--- src/rtl/ddgtg_pkg.sv ---
// Shared constants, register indexes and the CORDIC angle table of the go-to-goal controller.
package ddgtg_pkg;

	// Datapath widths.
	localparam int DX_W    = 33;  // target minus position
	localparam int XW      = 44;  // CORDIC x and y
	localparam int ZW      = 32;  // CORDIC angle, Q8.24
	localparam int DIST_W  = 34;  // distance, Q18.16
	localparam int ERR_W   = 21;  // heading error before wrapping
	localparam int NUM_W   = 55;  // magnitude of a rate numerator
	localparam int DEN_W   = 32;  // time step in microseconds
	localparam int RATE_W  = 42;  // saturated rate
	localparam int ACC_W   = 60;  // PD accumulators

	// Angle and scale constants.
	localparam logic signed [ZW-1:0]    PI_Q24       = 32'sd52707179;
	localparam logic signed [ERR_W-1:0] PI_Q12       = 21'sd12868;
	localparam logic signed [ERR_W-1:0] TWO_PI_Q12   = 21'sd25736;
	localparam logic [29:0]             INV_GAIN_Q30 = 30'd652032874;
	localparam logic [19:0]             USEC_PER_SEC = 20'd1000000;
	localparam logic [NUM_W-1:0]        DERIV_SAT    = 55'd1099511627776;

	// Configuration register indexes.
	localparam logic [2:0] REG_GAIN_P_DIST = 3'd0;
	localparam logic [2:0] REG_GAIN_D_DIST = 3'd1;
	localparam logic [2:0] REG_GAIN_P_HEAD = 3'd2;
	localparam logic [2:0] REG_GAIN_D_HEAD = 3'd3;
	localparam logic [2:0] REG_STOP_RADIUS = 3'd4;
	localparam logic [2:0] REG_WHEEL_LIMIT = 3'd5;
	localparam logic [2:0] REG_DEFAULT_DT  = 3'd6;

	localparam logic signed [ZW-1:0] ATAN_SMALL [0:7] = '{
		32'sd13176795, 32'sd7778716, 32'sd4110060, 32'sd2086331,
		32'sd1047214, 32'sd524117, 32'sd262123, 32'sd131069
	};

	// Elementary rotation angle for CORDIC round i, Q8.24.
	function automatic logic signed [ZW-1:0] atan_step(input logic [5:0] i);
		logic [5:0] sh;
		sh = 6'd24 - i;
		if (i < 6'd8)
			return ATAN_SMALL[i[2:0]];
		else if (i <= 6'd24)
			return ZW'(33'd1 << sh);
		else
			return '0;
	endfunction

endpackage

--- src/rtl/ddgtg_div.sv ---
// Restoring divider: one quotient bit per cycle.
module ddgtg_div import ddgtg_pkg::*; (
	input  logic              clk,
	input  logic              arst_n,
	input  logic              start,
	input  logic [NUM_W-1:0]  num,
	input  logic [DEN_W-1:0]  den,
	output logic              done,
	output logic [NUM_W-1:0]  quo
);
	logic [NUM_W-1:0] quo_q;
	logic [DEN_W-1:0] rem_q, den_q;
	logic [DEN_W:0]   trial;
	logic             fits;
	logic [5:0]       cnt_q;
	logic             busy_q, done_q;

	assign trial = {rem_q, quo_q[NUM_W-1]};
	assign fits  = trial >= {1'b0, den_q};

	// The numerator shifts out at the top while quotient bits enter below.
	always_ff @(posedge clk or negedge arst_n) begin
		if (!arst_n) begin
			busy_q <= 1'b0;
			done_q <= 1'b0;
			cnt_q  <= '0;
		end else begin
			done_q <= 1'b0;
			if (start) begin
				busy_q <= 1'b1;
				cnt_q  <= '0;
				quo_q  <= num;
				rem_q  <= '0;
				den_q  <= den;
			end else if (busy_q) begin
				rem_q <= fits ? DEN_W'(trial - {1'b0, den_q}) : trial[DEN_W-1:0];
				quo_q <= {quo_q[NUM_W-2:0], fits};
				cnt_q <= cnt_q + 1'b1;
				if (cnt_q == 6'(NUM_W - 1)) begin
					busy_q <= 1'b0;
					done_q <= 1'b1;
				end
			end
		end
	end

	assign done = done_q;
	assign quo  = quo_q;
endmodule

--- config.mk ---
export PLATFORM = sky130hd
export DESIGN_NAME = ddgtg_div
export DESIGN_NICKNAME = d
export VERILOG_FILES = /design/src/rtl/ddgtg_pkg.sv /design/src/rtl/ddgtg_div.sv
export SDC_FILE = /design/constraint.sdc
export NUM_CORES = 1
export LEC_CHECK = 0
export BUFFER_PORTS_ARGS = -buffer_cell sky130_fd_sc_hd__buf_2
export CAP_MARGIN = 0
export CORE_MARGIN = 5
export CORE_UTILIZATION = 56
export CTS_CLUSTER_DIAMETER = 40
export CTS_CLUSTER_SIZE = 24
export DETAILED_ROUTE_END_ITERATION = 6
export HOLD_SLACK_MARGIN = 0.03
export PLACE_DENSITY = 0.81
export SLEW_MARGIN = 30
export SYNTH_ARGS = -nofsm -noshare
export SYNTH_HDL_FRONTEND = slang
export SYNTH_SLANG_ARGS = --single-unit
--- constraint.sdc ---
create_clock -name clk -period 5.35 [get_ports clk]
set_input_delay 0 -clock clk [delete_from_list [all_inputs] [get_ports clk]]
set_output_delay 0 -clock clk [all_outputs]
set_load 0.005 [all_outputs]
After elaboration in Yosys (flattened, before gate mapping)
Cells that the tools add are included.

operators by class
  add/subtract/negate cells = 2
  $mul = 0
  divide/modulo/power cells = 0
  $lt $le $gt $ge = 1
  equal/unequal tests = 1
  shift operators = 0
  muxes and demuxes = 12
  bitwise logic cells = 0
  reduce and logical (&&, ||, !) cells = 3

operators by type and width
  cell                                                           number
  55-bit 2-to-1 mux                                              2
  32-bit 2-to-1 mux                                              2
  33-bit by 32-bit >= comparator with 1-bit output               1
  32-bit subtractor                                              1
  6-bit 2-to-1 mux                                               2
  6-bit by 1-bit adder with 6-bit output, second input constant  1
  6-bit == test, second input constant                           1
  1-bit 2-to-1 mux                                               6
  2-bit AND reduction                                            2
  2-bit nonzero test                                             1

storage, ports and cells
  register bits = 127
  bits in latches = 0
  bits in writable memories = 0
  ROM bits = 0
  bits of input ports = 90
  output and inout port bits = 56
  memories = 0

Longest topological paths before layout
  depth in word-level cells = 4
  gate-level depth with buffers = 13

Worst setup path before layout
No wires, ideal clock.

  path kind = register to register
  from = register busy_q
  to = register quo_q[0] (netlist: quo[0]) (enable)
  data arrival time = 3,339 ps
  required time = 4,876 ps
  slack = 1,537 ps
  cell stages (with the launch flop) = 5
  path buffers = 2
  cells stage by stage = dfrtp_1 -> clkbuf_1 -> clkbuf_1 -> nor2_1 -> nor2b_1

on the way
  word-level cells in the longest chain between the ends = 2

ends and longest elaborated chain
  element                               RTL line         source
  start: declaration                    ddgtg_div.sv:16  logic busy_q, done_q;
  start signal: assignment              ddgtg_div.sv:24  busy_q <= 1'b0;
  start signal: assignment              ddgtg_div.sv:30  busy_q <= 1'b1;
  start signal: assignment              ddgtg_div.sv:40  busy_q <= 1'b0;
  2-bit nonzero test (no source line)   --
  2-bit AND reduction (no source line)  --
  end signal: assignment                ddgtg_div.sv:32  quo_q <= num;
  end signal: assignment                ddgtg_div.sv:37  quo_q <= {quo_q[NUM_W-2:0], fits};
  end: declaration                      ddgtg_div.sv:11  logic [NUM_W-1:0] quo_q;

No other way between the ends.
A chain may end at the register's enable or synchronous reset.

Worst setup path in the final report
  from = register rem_q[27]
  to = register rem_q[3] (data pin)

on the way
  word-level cells in the longest chain between the ends = 3

ends and longest elaborated chain
  element                                           RTL line         source
  start: declaration                                ddgtg_div.sv:12  logic [DEN_W-1:0] rem_q, den_q;
  start signal: assignment                          ddgtg_div.sv:36  rem_q <= fits ? DEN_W'(trial - {1'b0, den_q}) : trial[DEN_W-1:0];
  33-bit by 32-bit >= comparator with 1-bit output  ddgtg_div.sv:19  assign fits = trial >= {1'b0, den_q};
  32-bit 2-to-1 mux                                 ddgtg_div.sv:36
  32-bit 2-to-1 mux                                 ddgtg_div.sv:35  end else if (busy_q) begin

No other way between the ends.

==> results.md <==
- Num Clock Sinks: 127
- Max-Cap Viols: 0
- Post-synthesis cell count: 624
- Seq/Total Area, Yosys: 52.63%
- Buffers added on ports: 145
- Met3 Usage GRT: 9.881%
- Die Ht: 123.2 um
- GR met1 Demand/Resource: 31.95%
- Hold Path Class: in -> reg
- Vias in the first global route: approximately 6000
- Initial antenna violation count: 1
- Clock Latency Late Sink: 0.43 ns
- Final setup TNS: 0 ns
- Maximum vdd drop: between 0.2 and 0.3 mV
- RePlAce Congestion: 0.8878
- Total I/O pin count: 146
- Root Buffer: clkbuf_16
- Critical path arrival: between 3 and 4 ns
- Status: complete, no violations
- Largest net degree at the start of global routing: 70
- Most common cell after layout, fill and taps aside: buf_2
- Max clock buf depth: 2
- Syn nets: 749
- Routed vias/inst: 5.655
- First-pass GRT wire length: 30330 um
- Synthesized cell area: between 7000 and 8000 um^2
- Cts bufs inserted: 17
- FILL cells: 780
- Most used DFF post-synth: edfxtp_1
- Power per Cell Area: 348.0 nW/um^2
- Net Switching: 0.0009830 W
- Period Utilization, post-route: approximately 65%
- Total Power: 0.003295 W
- Most frequent cells in the layout: buf_2, edfxtp_1, dlygate4sd3_1
- Post-DRT Antenna Nets: 0
- Highest clock rate: 0.2863 GHz
- # nets final: 975
- Sequential power share: 38.8%
- Startpoint types: flip-flop
- Synthesis Warnings: 0
- Flops & latches, synth: approximately 130
- Synth cell types: 56
- Least-Margin Pin Slew: roughly 0.77 ns
- Share of total power in combinational logic: 26.6%
- Post-synth EDFFs: around 120
- Avg Inst Size Synth: 11.49 um^2
- Initial Utilization: 57.05%
- Overall routing resource usage: a little over a quarter
- Routed len/inst: between 15 and 20 um
- H-tree depth: 4
- Net Sw Frac: 29.84%
- Min Clock Period, post-route: ~3.5 ns
- HPWL Detailed: 11350 um
- DRT iter0 DRCs: 489
- Required @ worst endpoint: 5.49 ns
- DRC errors left: 0
- Met2 Usage GRT: 43.05%
- CORE AREA: around 13000 um^2
- Slew Limit Fails: 0
- Syn-to-layout area delta: 32.02%
- Die ar.: 15170 um^2
- Slew HR: 48.46%
- Worst setup EP type: flip-flop
- Vias: 5859
- Worst Path Class, Setup: reg -> reg
- Final setup vio count: 0
- Post-synth ARST share: 6.299%
- Share of cells above drive strength 1: 28.85%
- Rows: between 40 and 50
- CP max FO: 41
- Drt total wl: 18910 um
- # resized after CTS: 0
- Final hold violation count: 0
- Die X-Extent: 123.2 um
- DRT Pass-1 Iters: 6
- Reg clk slew, reported paths: 0.06 ns
- Max Clock Skew: about 0.0087 ns
- RSZ-0062 raised after global routing: no
- CTS tree: built
- Leak Pwr: just under 4 nW
- Gr ovfl total: 0
- GRT busiest layer: met2
- Internal: 0.002312 W
- Power share of the clock group: between 30 and 40%
## cell type report
cell class	count	area [um^2]	area share [%]
diodes	1	2.502	0.02643
clock buffers	22	454.2	4.798
clock inverters	10	113.9	1.203
inverters	40	150.1	1.586
multi-input cells	426	3109	32.84
flip-flops and latches	127	3775	39.88
well taps	172	215.2	2.273
repair buffers	238	1647	17.39
## cell families (layout without fill, tap and decap cells)
logic type	count (synthesis)	count (layout)	share of synthesized area [%]
mux	63	63	9.771
compound gates	137	137	13.21
fa+ha+maj	35	35	6.212
other cells	0	1	0
simple gates	161	161	10.40
buf+inv	71	310	4.118
flops	127	127	52.63
xor+xnor	30	30	3.664
## sequential cells by signal, summed over array words and instances, names as in the netlist
register / cells
den_q: 32
quo: 55
cnt_q: 6
busy_q: 1
rem_q: 32
done: 1
## worst max-delay path: stages, from the launching register on
cell      delay [ns]
edfxtp_1        0.44
ha_1            0.42
and3_1          0.25
nand4_1         0.15
nor2_1          0.07
a211oi_1        0.43
a21boi_1        0.35
a21o_2          0.64
nor2_1          0.15
a21oi_1         0.19
a211oi_1        0.10
## routing by layer
| layer | vias to the layer above | routed length (um) |
|---|---|---|
| met5 | - | 0 |
| met4 | 0 | 456 |
| met3 | 39 | 1514 |
| met2 | 241 | 9332 |
| met1 | 2797 | 7610 |
| li1 | 2782 | - |
## cell usage after synthesis (all sizes together), types with 4 or more instances
cell / n / area (um^2)
mux2: 56 / 630.6
nor2b: 7 / 43.79
mux2i: 7 / 70.07
clkbuf: 20 / 75.07
dfrtp: 8 / 200.2
a211oi: 27 / 207.7
a21o: 8 / 61.31
o21ai: 21 / 105.1
nand2: 33 / 123.9
nor2: 74 / 277.8
nor3: 7 / 35.03
and3: 5 / 36.28
o211ai: 4 / 30.03
xnor2: 14 / 122.6
nand4: 13 / 87.58
nand2b: 7 / 43.79
a31oi: 4 / 25.02
a21oi: 46 / 241.5
xor2: 16 / 140.1
nand3: 4 / 20.02
ha: 34 / 425.4
a311oi: 9 / 116.4
inv: 40 / 150.1
edfxtp: 119 / 3573
buf: 11 / 70.06
## path summary, 6_finish.rpt
kind	cells past startpoint	from	slack [ns]	to
setup / recovery	10	rem_q[27]	1.86	rem_q[3]
hold / removal	2	start	0.07	cnt_q[2]
setup reg to reg	10	rem_q[27]	1.86	rem_q[3]
hold reg to reg	2	cnt_q[5]	0.57	cnt_q[5]
max in group asynchronous	3	arst_n	4.74	busy_q
min in group asynchronous	3	arst_n	0.21	cnt_q[1]
## power by group through the flow
stage	clock, W	combinational, W	sequential, W
2_1_floorplan	0	0.000623	0.00128
3_3_place_gp	0	0.000777	0.00129
3_5_place_dp	0	0.000802	0.00129
4_1_cts	0.00114	0.000863	0.00127
5_1_grt	0.00120	0.000965	0.00129
6_report	0.00114	0.000876	0.00128
## timing repair
item	in CTS	in global routing
buffers inserted	0	0
hold buffers	88	0
hold endpoints to repair	95	0
## per-stage QoR
stage / std cells / utilization (%) / setup slack, ns / area, um^2 / hold slack [ns]
after global routing: 1036 / 75.32 / 1.635 / 9467 / 0.07450
after CTS: 1035 / 75.30 / 1.904 / 9464 / 0.04775
after floorplan: 624 / - / 1.537 / 7171 / -0.2956
final: 1036 / 75.32 / 1.857 / 9467 / 0.06829
after global placement: 915 / 63.77 / 2.037 / 8015 / 0.1065
after detailed placement: 915 / 63.77 / 1.912 / 8015 / 0.1071
No activity file was read; power rests on OpenSTA's default activity.
