File: config.mk
export PLATFORM = sky130hd
export DESIGN_NAME = ddgtg_cordic
export DESIGN_NICKNAME = d
export VERILOG_FILES = /design/src/rtl/ddgtg_pkg.sv /design/src/rtl/ddgtg_cordic.sv
export SDC_FILE = /design/constraint.sdc
export NUM_CORES = 1
export LEC_CHECK = 0
export ABC_AREA = 1
export BUFFER_PORTS_ARGS = -buffer_cell sky130_fd_sc_hd__buf_2
export CAP_MARGIN = 20
export CORE_AREA = 2 2 253 193
export DETAILED_ROUTE_END_ITERATION = 7
export DIE_AREA = 0 0 255 195
export PLACE_DENSITY = 0.68
export SLEW_MARGIN = 20
export SYNTH_ARGS = -nofsm -noshare
export SYNTH_HDL_FRONTEND = slang
export SYNTH_SLANG_ARGS = --single-unit
File: constraint.sdc
create_clock -name clk -period 14.63 [get_ports clk]
set_input_delay 2.1945 -clock clk [delete_from_list [all_inputs] [get_ports clk]]
set_output_delay 2.1945 -clock clk [all_outputs]
set_load 0.01 [all_outputs]
File: src/rtl/ddgtg_pkg.sv
// Shared constants, register indexes and the CORDIC angle table of the go-to-goal controller.
package ddgtg_pkg;

	// Datapath widths.
	localparam int DX_W    = 33;  // target minus position
	localparam int XW      = 44;  // CORDIC x and y
	localparam int ZW      = 32;  // CORDIC angle, Q8.24
	localparam int DIST_W  = 34;  // distance, Q18.16
	localparam int ERR_W   = 21;  // heading error before wrapping
	localparam int NUM_W   = 55;  // magnitude of a rate numerator
	localparam int DEN_W   = 32;  // time step in microseconds
	localparam int RATE_W  = 42;  // saturated rate
	localparam int ACC_W   = 60;  // PD accumulators

	// Angle and scale constants.
	localparam logic signed [ZW-1:0]    PI_Q24       = 32'sd52707179;
	localparam logic signed [ERR_W-1:0] PI_Q12       = 21'sd12868;
	localparam logic signed [ERR_W-1:0] TWO_PI_Q12   = 21'sd25736;
	localparam logic [29:0]             INV_GAIN_Q30 = 30'd652032874;
	localparam logic [19:0]             USEC_PER_SEC = 20'd1000000;
	localparam logic [NUM_W-1:0]        DERIV_SAT    = 55'd1099511627776;

	// Configuration register indexes.
	localparam logic [2:0] REG_GAIN_P_DIST = 3'd0;
	localparam logic [2:0] REG_GAIN_D_DIST = 3'd1;
	localparam logic [2:0] REG_GAIN_P_HEAD = 3'd2;
	localparam logic [2:0] REG_GAIN_D_HEAD = 3'd3;
	localparam logic [2:0] REG_STOP_RADIUS = 3'd4;
	localparam logic [2:0] REG_WHEEL_LIMIT = 3'd5;
	localparam logic [2:0] REG_DEFAULT_DT  = 3'd6;

	localparam logic signed [ZW-1:0] ATAN_SMALL [0:7] = '{
		32'sd13176795, 32'sd7778716, 32'sd4110060, 32'sd2086331,
		32'sd1047214, 32'sd524117, 32'sd262123, 32'sd131069
	};

	// Elementary rotation angle for CORDIC round i, Q8.24.
	function automatic logic signed [ZW-1:0] atan_step(input logic [5:0] i);
		logic [5:0] sh;
		sh = 6'd24 - i;
		if (i < 6'd8)
			return ATAN_SMALL[i[2:0]];
		else if (i <= 6'd24)
			return ZW'(33'd1 << sh);
		else
			return '0;
	endfunction

endpackage

File: src/rtl/ddgtg_cordic.sv
// Iterative CORDIC vectoring unit: one rotation per cycle through a shared shifter.
module ddgtg_cordic import ddgtg_pkg::*; #(
	parameter int ITER = 16
) (
	input  logic                    clk,
	input  logic                    arst_n,
	input  logic                    start,
	input  logic signed [DX_W-1:0]  dx,
	input  logic signed [DX_W-1:0]  dy,
	output logic                    done,
	output logic [XW-1:0]           mag,
	output logic signed [ZW-1:0]    angle
);
	localparam int CW = $clog2(ITER + 1);

	logic signed [XW-1:0] x_q, y_q, xs0, ys0, x_sh, y_sh;
	logic signed [ZW-1:0] z_q, step;
	logic [CW-1:0]        cnt_q;
	logic                 busy_q, done_q;

	// Scale the difference by 256 before rotating.
	assign xs0  = {{(XW-DX_W-8){dx[DX_W-1]}}, dx, 8'd0};
	assign ys0  = {{(XW-DX_W-8){dy[DX_W-1]}}, dy, 8'd0};
	assign x_sh = x_q >>> cnt_q;
	assign y_sh = y_q >>> cnt_q;
	assign step = atan_step(6'(cnt_q));

	// Start folds the left half plane over, then one rotation per cycle.
	always_ff @(posedge clk or negedge arst_n) begin
		if (!arst_n) begin
			busy_q <= 1'b0;
			done_q <= 1'b0;
			cnt_q  <= '0;
		end else begin
			done_q <= 1'b0;
			if (start) begin
				busy_q <= 1'b1;
				cnt_q  <= '0;
				if (dx < 0) begin
					x_q <= -xs0;
					y_q <= -ys0;
					z_q <= (dy >= 0) ? PI_Q24 : -PI_Q24;
				end else begin
					x_q <= xs0;
					y_q <= ys0;
					z_q <= '0;
				end
			end else if (busy_q) begin
				if (y_q >= 0) begin
					x_q <= x_q + y_sh;
					y_q <= y_q - x_sh;
					z_q <= z_q + step;
				end else begin
					x_q <= x_q - y_sh;
					y_q <= y_q + x_sh;
					z_q <= z_q - step;
				end
				cnt_q <= cnt_q + 1'b1;
				if (cnt_q == CW'(ITER - 1)) begin
					busy_q <= 1'b0;
					done_q <= 1'b1;
				end
			end
		end
	end

	assign done  = done_q;
	assign mag   = x_q;
	assign angle = z_q;
endmodule

After elaboration in Yosys (flattened, before gate mapping)
Memory sizes are Yosys's and may differ from the RTL's.
Cells that the tools add are included.
Storage, ports and cells
  register bits after elaboration: 127
  latch bits: 0
  bits in writable memories: 0
  bits in read-only memories: 256
  input bits: 69
  output and inout bits: 77
  word-level logic and storage cells: 55
  memories kept: 1
Operators by class
  add/subtract/negate cells: 10
  multipliers: 0
  div/mod/pow operators: 0
  magnitude comparators: 6
  eq/ne operators: 1
  shifts and indexed selects: 3
  multiplexer cells: 25
  bitwise operators: 1
  reductions and logical operators: 2
Memory list
  (no name shown): depth 8, width 32, rd ports 1, clocked after memory_dff 0, write ports 0, line ddgtg_pkg.sv:42  | return ATAN_SMALL[i[2:0]];
Operator list (count)
  $mux 44: 8
  $mux 32: 9
  $add 44x44->44: 2
  $neg 41->44: 2
  $sshr 44x5->44: 2
  $sub 44x44->44: 2
  $ge 44x1->1 const B: 1
  $ge 33x1->1 const B: 1
  $lt 33x1->1 const B: 1
  $add 32x32->32: 1
  $shl 1x6->32 const A: 1
  $sub 32x32->32: 1
  $mux 5: 2
  $mux 1: 6
  $sub 5x5->6 const A: 1
  $add 5x1->5 const B: 1
  $eq 5x4->1 const B: 1
  $le 5x5->1 const B: 1
  $lt 5x4->1 const B: 1
  $ge 4x4->1 const B: 1
  $not 3->4: 1
  $reduce_and 2->1: 1
  $reduce_bool 2->1: 1

Logic depth before layout (Yosys ltp)
Gate-level depths: netlist of run 1.
  word-level depth: 9
  mapped depth: 39
  mapped depth without buffers: 37

Worst setup path after synthesis of run 1
Ideal clock, no wire load.
  kind: input to register
  start: input start
  end: register z_q[0], in the netlist angle[0] (enable)
  setup time: 0.600 ns
  arrival time: 7.725 ns
  required time: 14.030 ns
  path slack: 6.305 ns
  stages: 4
  path buffers: 2
  cell sequence: clkbuf_1 > clkbuf_1 > nor2_1 > nor2_1
On the way
  longest elaborated chain between the ends: 2
Ends and longest elaborated chain
  start: declaration: line ddgtg_cordic.sv:7  | input logic start,
  $reduce_bool 2->1 (no source line)
  $reduce_and 2->1 (no source line)
  end signal: assignment: line ddgtg_cordic.sv:42  | z_q <= (dy >= 0) ? PI_Q24 : -PI_Q24;
  end signal: assignment: line ddgtg_cordic.sv:52  | z_q <= z_q + step;
  end signal: assignment: line ddgtg_cordic.sv:56  | z_q <= z_q - step;
  end: declaration: line ddgtg_cordic.sv:17  | logic signed [ZW-1:0] z_q, step;
Every way passes these cells.
A chain may end at the register's enable or synchronous reset.

Worst setup path in the final report of run 1
  start: register cnt_q[0]
  end: register x_q[33], in the netlist mag[33] (data pin)
On the way
  longest elaborated chain between the ends: 5
  elaborated cells on any way between the ends: 6
  classes of those cells: 2 x add/sub; 1 x shift; 3 x mux
Ends and longest elaborated chain
  start: declaration: line ddgtg_cordic.sv:18  | logic [CW-1:0] cnt_q;
  start signal: assignment: line ddgtg_cordic.sv:58  | cnt_q <= cnt_q + 1'b1;
  $sshr 44x5->44 *: line ddgtg_cordic.sv:25  | assign y_sh = y_q >>> cnt_q;
  $sub 44x44->44 or $add 44x44->44 (tied branches): line ddgtg_cordic.sv:54, ddgtg_cordic.sv:50
  $mux 44 *: line ddgtg_cordic.sv:49  | if (y_q >= 0) begin
  $mux 44 *: line ddgtg_cordic.sv:48  | end else if (busy_q) begin
  $mux 44 *: line ddgtg_cordic.sv:36  | if (start) begin
  end signal: assignment: line ddgtg_cordic.sv:40  | x_q <= -xs0;
  end signal: assignment: line ddgtg_cordic.sv:50  | x_q <= x_q + y_sh;
  end signal: assignment: line ddgtg_cordic.sv:54  | x_q <= x_q - y_sh;
  end: declaration: line ddgtg_cordic.sv:16  | logic signed [XW-1:0] x_q, y_q, xs0, ys0, x_sh, y_sh;
Mark *: on every way between the ends. The rest lies on a longest branch, timed or not. The select of a mux whose other input is x is not followed.

==> results of run 1 <==
## state kept, by name, indices dropped and copies added, names as in the netlist
signal,count
done,1
y_q,44
angle,32
busy_q,1
mag,44
cnt_q,5
## worst register-to-register path: cells and delay by family (launching register included)
| kind | cells | cell delay, ps |
|---|---|---|
| XOR/XNOR | 1 | 160 |
| AND/OR/NAND/NOR | 9 | 1330 |
| AO/OA/AOI/OAI | 11 | 2620 |
| buffers and inverters | 7 | 1420 |
| flip-flops | 1 | 930 |
| adder cells (fa/ha/maj) | 2 | 490 |
## cells by family after synthesis
| group | share of synthesized area [%] |
|---|---|
| AO/OA/AOI/OAI | 17.18 |
| XOR/XNOR | 5.239 |
| adder cells (fa/ha/maj) | 8.199 |
| buffers and inverters | 9.774 |
| flip-flops | 16.87 |
| AND/OR/NAND/NOR | 42.74 |
## area by class of cell
cell class                      count  area (µm²)  area share (%)
Antenna cell                        2       5.005         0.02085
Clock buffer                       17       425.4           1.772
Clock inverter                     15       112.6          0.4690
Inverter                          412        1546           6.441
Multi-Input combinational cell   3244       16440           68.49
Sequential cell                   127        3784           15.76
Tap cell                          639       799.5           3.330
Timing Repair Buffer              167       893.4           3.721
## per-stage QoR
step,setup slack [ps],power [mW]
3_5_place_dp,7858,5.617
2_1_floorplan,6305,4.222
5_1_grt,6889,6.802
3_3_place_gp,7927,5.623
6_report,7432,6.239
4_1_cts,7848,6.070
## worst max path at each step
stage | startpoint | endpoint | slack, ps | cells past startpoint
after global placement | cnt_q[0] | y_q[33] | 7930 | 29
final | cnt_q[0] | mag[33] | 7430 | 30
after CTS | cnt_q[0] | mag[33] | 7850 | 30
after floorplan | start | angle[0] | 6300 | 4
after global routing | cnt_q[0] | mag[41] | 6890 | 32
after detailed placement | cnt_q[0] | mag[33] | 7860 | 30
## synth_stat cells, types with 5 or more instances
library cell and n:
sky130_fd_sc_hd__nand2_1 1181, sky130_fd_sc_hd__nand3_1 498, sky130_fd_sc_hd__nor2_1 408, sky130_fd_sc_hd__inv_1 384, sky130_fd_sc_hd__a21oi_1 267, sky130_fd_sc_hd__o21ai_0 218, sky130_fd_sc_hd__ha_1 142, sky130_fd_sc_hd__edfxtp_1 120
sky130_fd_sc_hd__xor2_1 91, sky130_fd_sc_hd__clkbuf_1 76, sky130_fd_sc_hd__o21ai_1 57, sky130_fd_sc_hd__a31oi_1 48, sky130_fd_sc_hd__nor3_1 47, sky130_fd_sc_hd__xnor2_1 43, sky130_fd_sc_hd__buf_2 34, sky130_fd_sc_hd__nand4_1 30
sky130_fd_sc_hd__or2_2 28, sky130_fd_sc_hd__buf_1 27, sky130_fd_sc_hd__o21a_1 24, sky130_fd_sc_hd__inv_2 21, sky130_fd_sc_hd__nor4_1 14, sky130_fd_sc_hd__o22ai_1 14, sky130_fd_sc_hd__nand3b_1 12, sky130_fd_sc_hd__o211ai_1 12
sky130_fd_sc_hd__o31ai_1 12, sky130_fd_sc_hd__and2_1 9, sky130_fd_sc_hd__and3_1 8, sky130_fd_sc_hd__o21bai_1 8, sky130_fd_sc_hd__a21boi_0 7, sky130_fd_sc_hd__clkinv_1 7, sky130_fd_sc_hd__dfrtp_1 7, sky130_fd_sc_hd__nor2_2 7
sky130_fd_sc_hd__o32ai_1 6, sky130_fd_sc_hd__a211oi_1 5, sky130_fd_sc_hd__buf_6 5, sky130_fd_sc_hd__nor3b_1 5, sky130_fd_sc_hd__or2_1 5
## power by group through the flow
stage	Combinational, mW	Clock [mW]	Sequential [mW]
2_1_floorplan	3.44	0	0.787
3_3_place_gp	4.72	0	0.898
3_5_place_dp	4.72	0	0.896
4_1_cts	4.75	0.427	0.889
5_1_grt	5.45	0.440	0.910
6_report	4.91	0.422	0.908
## layout by cell type (no fill, tap or decap), types with 7 or more instances in the layout
cell type                   count
sky130_fd_sc_hd__a21boi_0       7
sky130_fd_sc_hd__ha_1         142
sky130_fd_sc_hd__o21ai_0      218
sky130_fd_sc_hd__o21bai_1       8
sky130_fd_sc_hd__nor4_1        14
sky130_fd_sc_hd__o21a_1        24
sky130_fd_sc_hd__clkbuf_16     17
sky130_fd_sc_hd__o31ai_1       12
sky130_fd_sc_hd__nand4_1       30
sky130_fd_sc_hd__edfxtp_1     120
sky130_fd_sc_hd__buf_4         23
sky130_fd_sc_hd__nand2_1     1181
sky130_fd_sc_hd__xnor2_1       43
sky130_fd_sc_hd__inv_1        382
sky130_fd_sc_hd__xor2_1        91
sky130_fd_sc_hd__o21ai_1       57
sky130_fd_sc_hd__and3_1         8
sky130_fd_sc_hd__nor2_2         8
sky130_fd_sc_hd__or2_2         28
sky130_fd_sc_hd__and2_1         9
sky130_fd_sc_hd__nand3b_1      12
sky130_fd_sc_hd__buf_2        144
sky130_fd_sc_hd__clkinv_1       7
sky130_fd_sc_hd__inv_2         23
sky130_fd_sc_hd__o211ai_1      12
sky130_fd_sc_hd__o22ai_1       14
sky130_fd_sc_hd__a21oi_1      267
sky130_fd_sc_hd__nand3_1      498
sky130_fd_sc_hd__nor3_1        47
sky130_fd_sc_hd__nor2_1       406
sky130_fd_sc_hd__a31oi_1       48
## per-layer routing
layer  up-vias  track usage (%)  part of all wire [%]
li1      13180                -                     -
met1     12032            52.97                    47
met4         4            6.888                   1.5
met3        93            12.17                    13
met2      1435            46.77                    38
met5         -            3.054                  0.11
==> PnR_summary.wiki, run 1 <==
{| class="wikitable"
! Metric !! Value
|-
| Critical path's largest stage delay || just over 900 ps
|-
| Number of nets in the layout || 4183
|-
| Max H-tree Level || 4
|-
| Final count of negative-setup-slack endpoints || 0
|-
| Number of design rule violations left after detail routing || 0
|-
| Slack of the worst reg-to-reg path || 7430 ps
|-
| Max-capacitance violation count || 0
|-
| Detailed Routing Iterations Pass 1 || 8
|-
| Endpoint, Worst Hold || done
|-
| Cell type group with the largest total delay on the critical path || compound AO/OA/AOI/OAI gates
|-
| Growth of design area from synthesis to finish || 7.177%
|-
| Worst endpoint required time || 14840 ps
|-
| Wire length of the first global-routing pass || 135.7 mm
|-
| Proportion of synthesized chip area in sequential cells || 16.87%
|-
| Part of the power in combinational logic || 78.7%
|-
| PortBufs || 145
|-
| Distinct cell type count of the synthesized netlist || 54
|-
| CP bufs+invs || 7
|-
| CTS tree || built
|-
| Post-cts sizing count || 0
|-
| Total instance count after detailed placement || between 4000 and 5000
|-
| Cell internal pwr || 2.449 mW
|-
| Leakage power || 11.77 nW
|-
| Setup repair after global routing missed its margin || false
|-
| Arrival time reported for the critical path endpoint || 7410 ps
|-
| Kind of path behind the tightest hold check || reg -> reg
|-
| Net Switching || approximately 3.8 mW
|-
| Antenna violations before repair || 2
|-
| Outcome || completed
|-
| Maximum number of pins on one net before global-route repair || 88
|-
| Floorplan Core Area || 47050 µm²
|-
| Fraction of power consumed by the clock network || 6.8%
|-
| Category of the most critical setup path || reg -> reg
|-
| Clock-pin slew of the registers on the worst-case setup and hold paths || 60 ps
|-
| Capturing element type of the critical path || flop
|-
| Clock Latency Late Sink || between 400 and 500 ps
|-
| Quantity of hold-fixing buffers added after cts || 0
|-
| Vertical extent of the die || around 200 µm
|-
| Number of instances in the synthesized netlist || 3929
|-
| Number of enable-type register cells in the synthesized netlist || between 100 and 150
|-
| Part of the total power dissipated in sequential elements || 14.6%
|-
| Critical register-to-register path startpoint || cnt_q[0]
|-
| Maximum vdd drop || about 0.00010 V
|-
| Summed instance area of the synthesized netlist || approximately 22000 µm²
|-
| Syn Area/Cell || 5.702 µm²
|-
| Row Count || 69
|-
| Switching Share || 60.74%
|-
| Proportion of netlist area held by the largest area contributor || 19.79%
|-
| Deepest clock path buffer count || 2
|-
| Non-filler instance count after layout || 4623
|-
| Overflow after GRT || 0
|-
| Average wire length per cell after detail routing || 18.99 µm
|-
| GRT Total Usage || 35.02%
|-
| Library cell used as clock root buffer || sky130_fd_sc_hd__clkbuf_16
|-
| FFs w/ async S/R, synth || 5.512%
|-
| Min-delay src || busy_q
|-
| Instance area after placement || ~23000 µm²
|-
| Reg-to-Reg End || mag[33]
|-
| Die ar. || 49730 µm²
|-
| Master of the slowest instance on the critical path || sky130_fd_sc_hd__dfrtp_2
|-
| Number of fill cells in the layout || 5160
|-
| Num CTS Buffers || 17
|-
| Fmax || 138.9 MHz
|-
| Prevailing post-synth register cell || sky130_fd_sc_hd__edfxtp_1
|-
| Worst-path fanout max || 48
|-
| Final weighted congestion in routability-driven placement || 1.073
|-
| Per-cell via count in the routed design || roughly 5.8
|-
| Worst clock skew on the final layout || between 20 and 25 ps
|-
| Final period utilization || 49.20%
|-
| Tightest hold margin || 631.1 ps
|-
| Cell type with the largest total area after synthesis || sky130_fd_sc_hd__nand2_1
|-
| Slew Limit Headroom || 31.85%
|-
| Synthesized Nets || 4143
|-
| # Post-CTS Setup Buffers || 0
|-
| Total non-filler cell area in the finished layout || 24010 µm²
|-
| Number of top-level pins || 146
|-
| Setup TNS || 0 ps
|-
| Ratio of cells with drive above 1 in the final layout || under 10%
|-
| Number of max-slew violations in the final report || 0
|-
| Number of nets still failing antenna checks after routing || 0
|-
| Final core occ || ~51%
|-
| Sink Count || around 130
|-
| Final critical path time including I/O delays and setup || around 7200 ps
|-
| Startpoint Class || flop
|-
| Worst Tran Pin Value || just over 1000 ps
|-
| Routed wire length || between 80 and 90 mm
|-
| Warning count from the yosys run || 0
|-
| Worst hold path depth || 2
|-
| Number of DRC markers after the initial detailed-route iteration || about 3400
|-
| Power density of the placed cells || 259.8 nW/µm²
|-
| Initial Util || 47.61%
|-
| Via count of the first global-routing pass || approximately 24000
|-
| Number of cell instances on the worst register-to-register path || 30
|-
| Cell types with the largest area share after synthesis || sky130_fd_sc_hd__nand2_1 20%, sky130_fd_sc_hd__edfxtp_1 16%, sky130_fd_sc_hd__nand3_1 11%, sky130_fd_sc_hd__ha_1 7.9%, sky130_fd_sc_hd__nor2_1 6.8%
|-
| Via count of the routed design || 26744
|-
| Final count of hold timing violations || 0
|-
| #FFs+latches synth || 127
|-
| Die Wd || 255 µm
|-
| Sum of net half-perimeters after detailed placement || 70.62 mm
|}
(Power assumes the default switching activity.)
==> run 2: changes to the inputs <==
- PLACE_DENSITY: 0.68 -> 0.7
- clock period: 14.63 -> 6.1 ns (I/O delays scaled with it)
==> PnR_summary.wiki, run 2 (synthesis results as in run 1) <==
{| class="wikitable"
! Metric !! Value
|-
| Outcome || completed
|-
| Most repeated library cell on the critical path || sky130_fd_sc_hd__nand2_1
|-
| Final core occ || 51.57% (+0.54 points)
|-
| Final count of negative-setup-slack endpoints || 0 (unchanged)
|-
| Setup repair after global routing missed its margin || true
|-
| Die ar. || 49730 µm² (unchanged)
|-
| Cell internal pwr || 5.966 mW (+140%)
|-
| Leakage power || 11.90 nW (+1.1%)
|-
| Final count of hold timing violations || 0 (unchanged)
|-
| Number of fill cells in the layout || 5102 (-1.1%)
|-
| Detailed Routing Iterations Pass 1 || 6 (-2)
|-
| Number of top-level pins || 146 (unchanged)
|-
| Final period utilization || 94.75% (+46 points)
|-
| Num CTS Buffers || 17 (unchanged)
|-
| Average wire length per cell after detail routing || 19.29 µm (+1.6%)
|-
| Master of the slowest instance on the critical path || sky130_fd_sc_hd__dfrtp_2
|-
| Clock-pin slew of the registers on the worst-case setup and hold paths || 70 ps (about the same)
|-
| # Post-CTS Setup Buffers || 0 (unchanged)
|-
| Row Count || 69 (unchanged)
|-
| Number of design rule violations left after detail routing || 0 (unchanged)
|-
| Worst Tran Pin Value || 947.2 ps (-75.04 ps)
|-
| Routed wire length || 89.51 mm (+1.9%)
|-
| Per-cell via count in the routed design || 5.771 (-0.25%)
|-
| Worst endpoint required time || 6330 ps (-8510 ps)
|-
| Via count of the first global-routing pass || 23343 (-1.4%)
|-
| Antenna violations before repair || 3 (+1)
|-
| Power after layout || 15.04 mW (+140%)
|-
| Fraction of power consumed by the clock network || 6.7% (about the same)
|-
| Initial Util || 47.61% (unchanged)
|-
| Growth of design area from synthesis to finish || 8.316%
|-
| Worst-path fanout max || 44 (-8.3%)
|-
| Slew Limit Headroom || 36.86% (+5.0 points)
|-
| Most used cells in the layout excluding fill and tap cells || 1181 x sky130_fd_sc_hd__nand2_1, 497 x sky130_fd_sc_hd__nand3_1, 406 x sky130_fd_sc_hd__nor2_1, 382 x sky130_fd_sc_hd__inv_1, 265 x sky130_fd_sc_hd__a21oi_1
|-
| Part of the total power dissipated in sequential elements || 14.1% (-0.5 points)
|-
| Die Wd || 255 µm (unchanged)
|-
| Wire length of the first global-routing pass || 137.6 mm (+1.4%)
|-
| Max-capacitance violation count || 0 (unchanged)
|-
| CTS tree || built
|-
| Category of the most critical setup path || reg -> reg
|-
| Tightest hold margin || 276.9 ps (-354.2 ps)
|-
| Most frequent standard cell in the layout excluding fill and tap cells || sky130_fd_sc_hd__nand2_1
|-
| Number of max-slew violations in the final report || 0 (unchanged)
|-
| Instance area after placement || 23710 µm² (+1.0%)
|-
| Max H-tree Level || 4 (unchanged)
|-
| Capturing element type of the critical path || flop
|-
| Ratio of cells with drive above 1 in the final layout || 7.623% (+0.49 points)
|-
| Part of the power in combinational logic || 79.2% (+0.5 points)
|-
| Sum of net half-perimeters after detailed placement || 72.61 mm (+2.8%)
|-
| Number of nets still failing antenna checks after routing || 0 (unchanged)
|-
| Worst clock skew on the final layout || 20.15 ps (-1.788 ps)
|-
| Total non-filler cell area in the finished layout || 24260 µm² (+1.1%)
|-
| Arrival time reported for the critical path endpoint || 6010 ps (-1400 ps)
|-
| Kind of path behind the tightest hold check || in -> async
|-
| Sink Count || 127 (unchanged)
|-
| Maximum number of pins on one net before global-route repair || 121 (+38%)
|-
| Startpoint Class || flop
|-
| Quantity of hold-fixing buffers added after cts || 0 (unchanged)
|-
| GRT Total Usage || 35.70% (+0.68 points)
|-
| Floorplan Core Area || 47050 µm² (unchanged)
|-
| Net Switching || 9.076 mW (+140%)
|-
| Maximum vdd drop || 0.0002518 V (+140%)
|-
| PortBufs || 145 (unchanged)
|-
| Via count of the routed design || 26781 (+0.14%)
|-
| Final critical path time including I/O delays and setup || 5780 ps (-1419 ps)
|-
| Library cell used as clock root buffer || sky130_fd_sc_hd__clkbuf_16
|-
| Power density of the placed cells || 619.9 nW/µm² (+140%)
|-
| Vertical extent of the die || 195 µm (unchanged)
|-
| Switching Share || 60.34% (-0.40 points)
|-
| Number of DRC markers after the initial detailed-route iteration || 3389 (-0.99%)
|-
| Overflow after GRT || 0 (unchanged)
|-
| Clock Latency Late Sink || 480 ps (about the same)
|-
| Final weighted congestion in routability-driven placement || 1.015 (-5.4%)
|-
| Fmax || 173.0 MHz (+25%)
|-
| Deepest clock path buffer count || 2 (unchanged)
|-
| Critical path's largest stage delay || 430 ps (-500 ps)
|-
| Number of nets in the layout || 4202 (+0.45%)
|}
-- run 2: final cells by class --
type / count / area, µm² / share of cell area, %
antenna: 1 / 2.502 / 0.01031
inverter: 412 / 1546 / 6.373
clock buffer: 17 / 425.4 / 1.753
clock inverter: 15 / 108.9 / 0.4486
timing repair buffer: 186 / 1140 / 4.698
multi-input combinational: 3244 / 16460 / 67.83
sequential: 127 / 3784 / 15.59
tap: 639 / 799.5 / 3.295
-- run 2: per-layer routing --
layer	vias up	GRT usage, %	part of all wire [%]
met5	-	0	0.023
met3	89	9.611	12
met2	1394	47.67	38
met4	4	6.844	1.5
li1	13213	-	-
met1	12081	56.06	48
-- run 2: through the flow --
stage | cells | setup slack, ps | setup TNS, ps
6_report | 4641 | 320.4 | 0
5_1_grt | 4640 | -54.49 | -54.49
4_1_cts | 4640 | 403.2 | 0
3_5_place_dp | 4608 | 435.0 | 0
3_3_place_gp | 4608 | 510.9 | 0
2_1_floorplan | 3929 | 1075 | 0
-- run 2: worst paths after layout --
kind	startpoint	to	slack [ps]	depth (start not counted)
setup reg to reg	cnt_q[0]	mag[41]	320	29
max in group asynchronous	arst_n	cnt_q[0]	5640	1
setup / recovery	cnt_q[0]	mag[41]	320	29
hold / removal	arst_n	done	280	1
min in group clk	busy_q	done	650	2
hold reg to reg	busy_q	done	650	2
-- run 2: power by group through the flow --
stage / sequential [mW] / combinational [mW] / clock [mW]
finish: 2.12 / 11.9 / 1.01
floorplan: 1.88 / 8.24 / 0
global placement: 2.12 / 11.5 / 0
global route: 2.14 / 13.3 / 1.05
detailed placement: 2.11 / 11.5 / 0
CTS: 2.10 / 11.5 / 1.02
-- run 2: worst max-delay path, delay by kind of cell, from the launching register on --
kind / cells / cell delay [ps]
simple gates: 14 / 2340
compound gates: 7 / 1360
buf+inv: 6 / 800
flops: 1 / 430
fa+ha+maj: 1 / 410
xor+xnor: 1 / 170
-- run 2: timing repair --
| item | in CTS | in global routing |
|---|---|---|
| endpoints found under the setup margin | 0 | 9 |
| gates resized for setup | 0 | 8 |
| hold endpoints to repair | 0 | 0 |
